File: src/design/olide_pkg.sv
`timescale 1ns / 1ps
// ----------------------------------------------------------------------------
// olide_pkg
// Shared types and codes of the ordered list insert/delete engine: request
// and response items, operation and status codes, controller-datapath links.
// ----------------------------------------------------------------------------
package olide_pkg;

   // request operation codes
   localparam logic [2:0] OP_INS_EMPTY = 3'd0;
   localparam logic [2:0] OP_INS_HEAD  = 3'd1;
   localparam logic [2:0] OP_INS_TAIL  = 3'd2;
   localparam logic [2:0] OP_DELETE    = 3'd3;
   localparam logic [2:0] OP_VIEW      = 3'd4;

   // response status codes
   localparam logic [2:0] ST_OK        = 3'd0;
   localparam logic [2:0] ST_EMPTY     = 3'd1;
   localparam logic [2:0] ST_NOT_EMPTY = 3'd2;
   localparam logic [2:0] ST_NOT_FOUND = 3'd3;
   localparam logic [2:0] ST_FULL      = 3'd4;

   // write address select codes
   localparam logic [1:0] WR_HEAD     = 2'd0;
   localparam logic [1:0] WR_NEW_HEAD = 2'd1;
   localparam logic [1:0] WR_TAIL     = 2'd2;
   localparam logic [1:0] WR_SHIFT    = 2'd3;

   typedef struct packed {
      logic [2:0]         req_type;
      logic signed [31:0] value;
   } req_item_type;

   typedef struct packed {
      logic [2:0]         status;
      logic signed [31:0] element;
      logic               last_result;
   } rsp_item_type;

   // controller to datapath commands
   typedef struct packed {
      logic       capture;
      logic       wr_en;
      logic [1:0] wr_sel;
      logic       head_dec;
      logic       cnt_set1;
      logic       cnt_inc;
      logic       cnt_dec;
      logic       pos_clr;
      logic       rd_run;
      logic       rsp_en;
      logic [2:0] rsp_status;
      logic       rsp_view;
      logic       rsp_last;
   } dp_cmd_type;

   // datapath to controller status
   typedef struct packed {
      logic empty;
      logic full;
      logic dv;
      logic match;
      logic at_last;
   } dp_stat_type;

endpackage

File: src/design/ordered_list_insert_delete_engine_unit.sv
`timescale 1ns / 1ps
// Inserts and empty-list errors: one result in the cycle after the transfer; busy stays low.
// Delete of an n-element list: one result when the walk ends, found or not (one walk
// from the head, one RAM read per cycle, the shift rides the walk); view: n results on
// consecutive cycles, the first after the RAM read register and the response register.
// The single RAM read port paces both. Reset empties the list at once; storage is not
// cleared. The receiver cannot stall.
// ----------------------------------------------------------------------------
// ordered_list_insert_delete_engine_unit
// Bounded ordered list of signed 32-bit values kept as a ring in RAM, with
// insert, delete-by-value and view requests.
// ----------------------------------------------------------------------------
module ordered_list_insert_delete_engine_unit
   import olide_pkg::*;
#(
   parameter int LIST_DEPTH = 16
) (
   input  logic         clock,
   input  logic         reset,
   input  logic         start,
   output logic         busy,
   input  req_item_type req_payload,
   output logic         rsp_strobe,
   output rsp_item_type rsp_payload
);

   dp_cmd_type  cmd;
   dp_stat_type stat;

   // request sequencer
   olide_ctrl u_ctrl (
      .clock    (clock),
      .reset    (reset),
      .start    (start),
      .req_type (req_payload.req_type),
      .stat     (stat),
      .cmd      (cmd),
      .busy     (busy)
   );

   // list storage and response stage
   olide_dp #(
      .LIST_DEPTH (LIST_DEPTH)
   ) u_dp (
      .clock      (clock),
      .reset      (reset),
      .req_item   (req_payload),
      .cmd        (cmd),
      .stat       (stat),
      .rsp_strobe (rsp_strobe),
      .rsp_item   (rsp_payload)
   );

endmodule

File: src/design/olide_ram.sv
`timescale 1ns / 1ps
// ----------------------------------------------------------------------------
// olide_ram
// Generic single-write, single-read RAM with a registered read port.
// ----------------------------------------------------------------------------
module olide_ram #(
   parameter int WIDTH = 32,
   parameter int DEPTH = 16
) (
   input  logic                     clock,
   input  logic                     wr_en,
   input  logic [$clog2(DEPTH)-1:0] wr_addr,
   input  logic [WIDTH-1:0]         wr_data,
   input  logic [$clog2(DEPTH)-1:0] rd_addr,
   output logic [WIDTH-1:0]         rd_data
);

   logic [WIDTH-1:0] mem_ff [DEPTH];
   logic [WIDTH-1:0] rd_data_ff;

   // write port
   always_ff @(posedge clock) begin
      if (wr_en) begin
         mem_ff[wr_addr] <= wr_data;
      end
   end

   // registered read port
   always_ff @(posedge clock) begin
      rd_data_ff <= mem_ff[rd_addr];
   end

   assign rd_data = rd_data_ff;

endmodule

File: src/design/olide_ctrl.sv
`timescale 1ns / 1ps
// ----------------------------------------------------------------------------
// olide_ctrl
// Request sequencer: decodes each request, runs the search, shift and view
// walks, and issues commands to the datapath.
// ----------------------------------------------------------------------------
module olide_ctrl
   import olide_pkg::*;
(
   input  logic        clock,
   input  logic        reset,
   input  logic        start,
   input  logic [2:0]  req_type,
   input  dp_stat_type stat,
   output dp_cmd_type  cmd,
   output logic        busy
);

   localparam logic [1:0] S_IDLE   = 2'd0;
   localparam logic [1:0] S_SEARCH = 2'd1;
   localparam logic [1:0] S_SHIFT  = 2'd2;
   localparam logic [1:0] S_VIEW   = 2'd3;

   logic [1:0] state_ff;
   logic [1:0] state_in;

   // next state and commands
   always_comb begin
      state_in = state_ff;
      cmd      = '0;
      unique case (state_ff)
         S_IDLE: begin
            cmd.pos_clr = 1'b1;
            if (start) begin
               cmd.capture  = 1'b1;
               cmd.rsp_last = 1'b1;
               case (req_type) inside
                  OP_INS_EMPTY: begin
                     cmd.rsp_en = 1'b1;
                     if (!stat.empty) begin
                        cmd.rsp_status = ST_NOT_EMPTY;
                     end else begin
                        cmd.wr_en      = 1'b1;
                        cmd.wr_sel     = WR_HEAD;
                        cmd.cnt_set1   = 1'b1;
                        cmd.rsp_status = ST_OK;
                     end
                  end
                  OP_INS_HEAD, OP_INS_TAIL: begin
                     cmd.rsp_en = 1'b1;
                     if (stat.empty) begin
                        cmd.rsp_status = ST_EMPTY;
                     end else if (stat.full) begin
                        cmd.rsp_status = ST_FULL;
                     end else begin
                        cmd.wr_en      = 1'b1;
                        cmd.wr_sel     = (req_type == OP_INS_HEAD) ? WR_NEW_HEAD : WR_TAIL;
                        cmd.head_dec   = (req_type == OP_INS_HEAD);
                        cmd.cnt_inc    = 1'b1;
                        cmd.rsp_status = ST_OK;
                     end
                  end
                  OP_DELETE: begin
                     if (stat.empty) begin
                        cmd.rsp_en     = 1'b1;
                        cmd.rsp_status = ST_EMPTY;
                     end else begin
                        state_in = S_SEARCH;
                     end
                  end
                  OP_VIEW: begin
                     if (stat.empty) begin
                        cmd.rsp_en     = 1'b1;
                        cmd.rsp_status = ST_EMPTY;
                     end else begin
                        state_in = S_VIEW;
                     end
                  end
                  default: begin
                     cmd.rsp_last = 1'b0;
                  end
               endcase
            end
         end
         // walk from the head until the first equal element
         S_SEARCH: begin
            cmd.rd_run = 1'b1;
            if (stat.match) begin
               state_in = S_SHIFT;
            end else if (stat.dv && stat.at_last) begin
               cmd.rsp_en     = 1'b1;
               cmd.rsp_status = ST_NOT_FOUND;
               cmd.rsp_last   = 1'b1;
               state_in       = S_IDLE;
            end
         end
         // move each later element down one place
         S_SHIFT: begin
            cmd.rd_run = 1'b1;
            if (stat.dv) begin
               cmd.wr_en  = 1'b1;
               cmd.wr_sel = WR_SHIFT;
            end else begin
               cmd.cnt_dec    = 1'b1;
               cmd.rsp_en     = 1'b1;
               cmd.rsp_status = ST_OK;
               cmd.rsp_last   = 1'b1;
               state_in       = S_IDLE;
            end
         end
         // emit every element from the head
         S_VIEW: begin
            cmd.rd_run = 1'b1;
            if (stat.dv) begin
               cmd.rsp_en     = 1'b1;
               cmd.rsp_status = ST_OK;
               cmd.rsp_view   = 1'b1;
               cmd.rsp_last   = stat.at_last;
               if (stat.at_last) begin
                  state_in = S_IDLE;
               end
            end
         end
         default: begin
            state_in = S_IDLE;
         end
      endcase
   end

   // state register
   always_ff @(posedge clock) begin
      if (reset) begin
         state_ff <= S_IDLE;
      end else begin
         state_ff <= state_in;
      end
   end

   assign busy = (state_ff != S_IDLE);

   // a shift starts only from a found match
   assert property (@(posedge clock) disable iff (reset)
      (state_ff == S_SEARCH && state_in == S_SHIFT) |-> stat.match)
      else $error("shift entered without a match");

   // a view walk emits only valid read data
   assert property (@(posedge clock) disable iff (reset)
      (state_ff == S_VIEW && cmd.rsp_en) |-> stat.dv)
      else $error("view response without read data");

   // the walk states never start without an accepted request
   assert property (@(posedge clock) disable iff (reset)
      (state_ff == S_IDLE && !start) |=> (state_ff == S_IDLE))
      else $error("walk started with no request");

endmodule

File: src/design/olide_dp.sv
`timescale 1ns / 1ps
// ----------------------------------------------------------------------------
// olide_dp
// List datapath: ring storage, head slot and element count, position
// counters for the walks, and the registered response stage.
// ----------------------------------------------------------------------------
module olide_dp
   import olide_pkg::*;
#(
   parameter int LIST_DEPTH = 16
) (
   input  logic         clock,
   input  logic         reset,
   input  req_item_type req_item,
   input  dp_cmd_type   cmd,
   output dp_stat_type  stat,
   output logic         rsp_strobe,
   output rsp_item_type rsp_item
);

   localparam int SLOT_W = $clog2(LIST_DEPTH);
   localparam int CNT_W  = $clog2(LIST_DEPTH + 1);

   logic [SLOT_W-1:0] head_ff, head_in;
   logic [CNT_W-1:0]  count_ff, count_in;
   logic [31:0]       val_ff;
   logic [CNT_W-1:0]  pos_ff, pos_in;
   logic [CNT_W-1:0]  cmp_pos_ff, cmp_pos_in;
   logic              dv_ff, dv_in;
   logic              rsp_valid_ff;
   rsp_item_type      rsp_ff;
   logic [SLOT_W-1:0] new_head;
   logic [SLOT_W-1:0] rd_addr;
   logic [SLOT_W-1:0] wr_addr;
   logic [31:0]       wr_data;
   logic [31:0]       rd_data;

   // ring slot of a list position, head + position modulo depth
   function automatic logic [SLOT_W-1:0] slot_of(input logic [SLOT_W-1:0] head,
                                                 input logic [CNT_W-1:0] p);
      logic [CNT_W:0] s;
      s = (CNT_W+1)'(head) + (CNT_W+1)'(p);
      if (s >= (CNT_W+1)'(LIST_DEPTH)) begin
         s = s - (CNT_W+1)'(LIST_DEPTH);
      end
      return s[SLOT_W-1:0];
   endfunction

   // head slot one place back around the ring
   assign new_head = (head_ff == '0) ? SLOT_W'(LIST_DEPTH - 1) : head_ff - SLOT_W'(1);

   // write address and data
   always_comb begin
      wr_data = req_item.value;
      case (cmd.wr_sel)
         WR_HEAD:     wr_addr = head_ff;
         WR_NEW_HEAD: wr_addr = new_head;
         WR_TAIL:     wr_addr = slot_of(head_ff, count_ff);
         default: begin
            wr_addr = slot_of(head_ff, cmp_pos_ff - CNT_W'(1));
            wr_data = rd_data;
         end
      endcase
   end

   assign rd_addr = slot_of(head_ff, pos_ff);

   olide_ram #(
      .WIDTH (32),
      .DEPTH (LIST_DEPTH)
   ) u_ram (
      .clock   (clock),
      .wr_en   (cmd.wr_en),
      .wr_addr (wr_addr),
      .wr_data (wr_data),
      .rd_addr (rd_addr),
      .rd_data (rd_data)
   );

   // head and count updates
   always_comb begin
      head_in  = cmd.head_dec ? new_head : head_ff;
      count_in = count_ff;
      if (cmd.cnt_set1) begin
         count_in = CNT_W'(1);
      end else if (cmd.cnt_inc) begin
         count_in = count_ff + CNT_W'(1);
      end else if (cmd.cnt_dec) begin
         count_in = count_ff - CNT_W'(1);
      end
   end

   // walk position: one read per cycle while inside the list
   always_comb begin
      pos_in     = pos_ff;
      dv_in      = 1'b0;
      cmp_pos_in = cmp_pos_ff;
      if (cmd.pos_clr) begin
         pos_in = '0;
      end else if (cmd.rd_run && pos_ff < count_ff) begin
         pos_in     = pos_ff + CNT_W'(1);
         dv_in      = 1'b1;
         cmp_pos_in = pos_ff;
      end
   end

   always_ff @(posedge clock) begin
      if (reset) begin
         head_ff      <= '0;
         count_ff     <= '0;
         pos_ff       <= '0;
         dv_ff        <= 1'b0;
         rsp_valid_ff <= 1'b0;
      end else begin
         head_ff      <= head_in;
         count_ff     <= count_in;
         pos_ff       <= pos_in;
         dv_ff        <= dv_in;
         rsp_valid_ff <= cmd.rsp_en;
      end
   end

   // payload registers
   always_ff @(posedge clock) begin
      cmp_pos_ff <= cmp_pos_in;
      if (cmd.capture) begin
         val_ff <= req_item.value;
      end
      if (cmd.rsp_en) begin
         rsp_ff.status      <= cmd.rsp_status;
         rsp_ff.element     <= cmd.rsp_view ? rd_data : '0;
         rsp_ff.last_result <= cmd.rsp_last;
      end
   end

   // status to the controller
   assign stat.empty   = (count_ff == '0);
   assign stat.full    = (count_ff == CNT_W'(LIST_DEPTH));
   assign stat.dv      = dv_ff;
   assign stat.match   = dv_ff && (rd_data == val_ff);
   assign stat.at_last = ((cmp_pos_ff + CNT_W'(1)) == count_ff);

   assign rsp_strobe = rsp_valid_ff;
   assign rsp_item   = rsp_ff;

   // count stays within the capacity
   assert property (@(posedge clock) disable iff (reset)
      count_ff <= CNT_W'(LIST_DEPTH))
      else $error("element count beyond capacity");

   // an insert never grows a full list
   assert property (@(posedge clock) disable iff (reset)
      cmd.cnt_inc |-> !stat.full)
      else $error("insert on full list");

   // a delete never shrinks an empty list
   assert property (@(posedge clock) disable iff (reset)
      cmd.cnt_dec |=> (count_ff == $past(count_ff) - CNT_W'(1)) && !$past(stat.empty))
      else $error("delete count slip");

endmodule
File: config.mk
export PLATFORM = sky130hd
export DESIGN_NAME = ordered_list_insert_delete_engine_unit
export DESIGN_NICKNAME = d
export VERILOG_FILES = /design/src/design/olide_pkg.sv /design/src/design/ordered_list_insert_delete_engine_unit.sv /design/src/design/olide_ram.sv /design/src/design/olide_ctrl.sv /design/src/design/olide_dp.sv
export SDC_FILE = /design/constraint.sdc
export NUM_CORES = 1
export LEC_CHECK = 0
export ABC_AREA = 1
export BUFFER_PORTS_ARGS = -buffer_cell sky130_fd_sc_hd__buf_2
export CORE_MARGIN = 10
export CORE_UTILIZATION = 63
export DETAILED_ROUTE_END_ITERATION = 16
export MAX_ROUTING_LAYER = met4
export PLACE_DENSITY = 0.8
export SLEW_MARGIN = 30
export SYNTH_ARGS = -nofsm -noshare
export SYNTH_HDL_FRONTEND = slang
export SYNTH_SLANG_ARGS = --single-unit
File: constraint.sdc
create_clock -name clock -period 8.2 [get_ports clock]
set_input_delay 1.64 -clock clock [delete_from_list [all_inputs] [get_ports clock]]
set_output_delay 1.64 -clock clock [all_outputs]
set_load 0.1 [all_outputs]
==> metrics.txt <==
leakage 10.9 nW; fmax 205 MHz; Pwr Total 9.36 mW; Hold Vio Cnt, Final 0; area of the mapped netlist 0.0263 sq mm; fin. max-slew vios 0; Post-synth EDFFs 585; # rows 74; Resize count post-CTS 0; layout cells sized above 1 0.121; Routed WL 61.1 mm; Max clock buf depth 3; Slew HR 0.370; post-synthesis register bit count 635; antenna fix cells 0; first-pass GRT wire length 94.3 mm; worst min-delay path category reg2reg; CP Cell Sequence buf_2 > nand2_4 > clkinv_4 > nand2_4 > nor2_8 > nand2_4 > nand2_1 > o21ai_0 > ha_1 > inv_1 > fa_1 > xor2_1 > nor2_1 > nor2_2 > inv_2 > nand3_2 > nor2_4 > buf_16 > buf_8; worst-skew pair later-pin latency 0.63 ns; DIE HEIGHT 225 um; peak supply drop 0.219 mV; ranking of synthesized cells by area edfxtp_1, mux2i_1, o21ai_0, dfxtp_1, inv_1; WP data arrival 5.20 ns; Crit Path Category in2reg; most frequent cells after synthesis edfxtp_1, inv_1, nand2_1, o21ai_0, a21oi_1; initial antenna violation count 0; fillers 2607; Starting DRT DRC Count 1889; Critical Path Slowest Stage Cell nor2_4; Async S/R FF share, synth 0; Num CTS Buffers 61; most common cell in the netlist edfxtp_1; drt drc 0; vias post-DR 16786; PD cells 313 mW/mm^2; post-synth top area share 0.667; worst endpoint required time 8.53 ns; unrepaired setup endpoints after global routing no; Post-Syn Area per Cell 12.5 sq um; DIE WIDTH 225 um; endpoints failing setup 0; status finished, final reports clean; number of H-tree levels 2; Post-Synthesis Cells 2101; Crit. End Element flip-flop; syn_nets 2160; DRT antenna net count 0; Post-CTS Setup Inserts 0; Clock transition at path regs 0.06 ns; fin area 0.0300 sq mm; vias per cell 6.06; Area growth syn-to-layout 13.7%; number of top-level pins 76; post-route clock skew 0.0186 ns; WL/cell 22.0 um; CTS tree built; minimum clock period 4.87 ns; r2r worst-path depth 8; Largest stage delay, worst path 0.48 ns; CTS Hold Bufs 0; Final Core Density 0.729; Placed Area 0.0279 sq mm; number of global-route vias before repair 16633; Buffers on Ports 75; library cells used by synthesis 40; final RePlAce weighted congestion 0.852; clock sink count 635; largest net degree at the start of global routing 153; detailed-placement wirelength estimate 37.6 mm; setup_tns 0 ns; 1st-pass router iterations 6; post-route clock period utilization 0.594; cell with the most instances on the worst path nand2_4; Root Buffer clkbuf_16; Final nets 2249; Core Region 0.0411 sq mm; total track usage 0.249; yosys synthesis warning count 0; worst-path maximum fanout 34; full die area 0.0504 sq mm; Initial Utilization 0.641; worst-margin pin slew 0.945 ns; dominant cell type by area after synthesis edfxtp_1; post-synthesis sequential area ratio 0.705; Hold Path Cell Cnt 0; gr ovfl total 0; Startpoint Class primary input; total of max-cap violations 0; Min Hold Slack 0.501 ns; Most used DFF post-synth edfxtp_1
state kept, by name, indices dropped and copies added, names as in the netlist, 2 cells and up:
register,cells
u_dp.count_ff,5
u_dp.cmp_pos_ff,5
u_dp.val_ff,32
u_dp.rsp_item,36
u_dp.head_ff,4
u_ctrl.state_ff,2
u_dp.pos_ff,5
u_dp.u_ram.rd_data,32
u_dp.u_ram.mem_ff,512
cell usage in the layout, fill, tap and decap left out, types with 2 or more instances in the layout:
cell type,instances
inv_1,245
nand3b_1,2
buf_2,75
buf_4,32
nor2_1,76
o21ai_1,3
a31oi_1,33
o31ai_1,2
xnor2_1,15
dfxtp_1,50
o211ai_1,65
nand2_1,244
clkinv_4,2
buf_8,4
bufinv_16,12
nand4_1,9
or2_2,2
nor3_1,7
xor2_1,10
nand3_2,5
nor2_2,2
clkbuf_16,61
edfxtp_1,585
clkbuf_1,13
o21ai_2,16
ha_1,17
nor2_4,17
xor2_4,2
clkinv_1,15
mux2i_1,128
nand2_2,3
o21ai_0,228
nand3_1,28
fa_1,2
inv_2,5
nand2_4,3
clkinv_2,8
and2_1,6
buf_16,13
a21oi_1,181
stage by stage:
stage                     setup slack (ns)  std cells
after global routing                  3.16       2770
final                                 3.33       2770
after detailed placement              2.73       2659
after global placement                2.65       2642
after floorplan                       2.89       2101
after CTS                             3.37       2770
worst max-delay path: cells and delay by family:
family	cells	cell delay, ns
buffers and inverters	6	1.06
adder cells (fa/ha/maj)	2	0.60
AO/OA/AOI/OAI	1	0.09
AND/OR/NAND/NOR	9	1.58
XOR/XNOR	1	0.18
path summary, 6_finish.rpt:
path	from	end	slack (ns)
hold reg to reg	u_dp.pos_ff[4]	u_dp.cmp_pos_ff[4]	0.50
hold / removal	u_dp.pos_ff[4]	u_dp.cmp_pos_ff[4]	0.50
setup / recovery	start	u_dp.u_ram.mem_ff[6][0]	3.33
setup reg to reg	u_dp.head_ff[1]	u_dp.u_ram.rd_data[6]	3.55
layout make-up:
| type | instances | area, sq um | share of cell area |
|---|---|---|---|
| clock inverter | 37 | 488 | 0.0163 |
| tap | 532 | 666 | 0.0222 |
| clock buffer | 74 | 1580 | 0.0526 |
| timing repair buffer | 126 | 1060 | 0.0356 |
| multi-input combinational | 1114 | 6640 | 0.222 |
| sequential | 635 | 18600 | 0.620 |
| inverter | 252 | 952 | 0.0318 |
logic make-up after synthesis:
logic type | after synthesis | share of synthesized area
flops | 635 | 0.705
compound gates | 528 | 0.108
simple gates | 410 | 0.0662
buf+inv | 352 | 0.0522
mux | 128 | 0.0486
xor+xnor | 27 | 0.00898
fa+ha+maj | 21 | 0.0108
power breakdown:
part / internal (mW) / switching (mW) / total [mW]
registers: 3.86 / 0.143 / 4.00
logic: 0.612 / 1.85 / 2.46
clock network: 1.74 / 1.17 / 2.91
layer usage:
layer | routed length (um) | part of all wire | track usage
met5 | 0 | 0 | -
met4 | 1510 | 0.025 | 0.0757
met3 | 5330 | 0.087 | 0.0433
met2 | 30000 | 0.49 | 0.403
met1 | 24200 | 0.40 | 0.320
(Power assumes the default switching activity.)
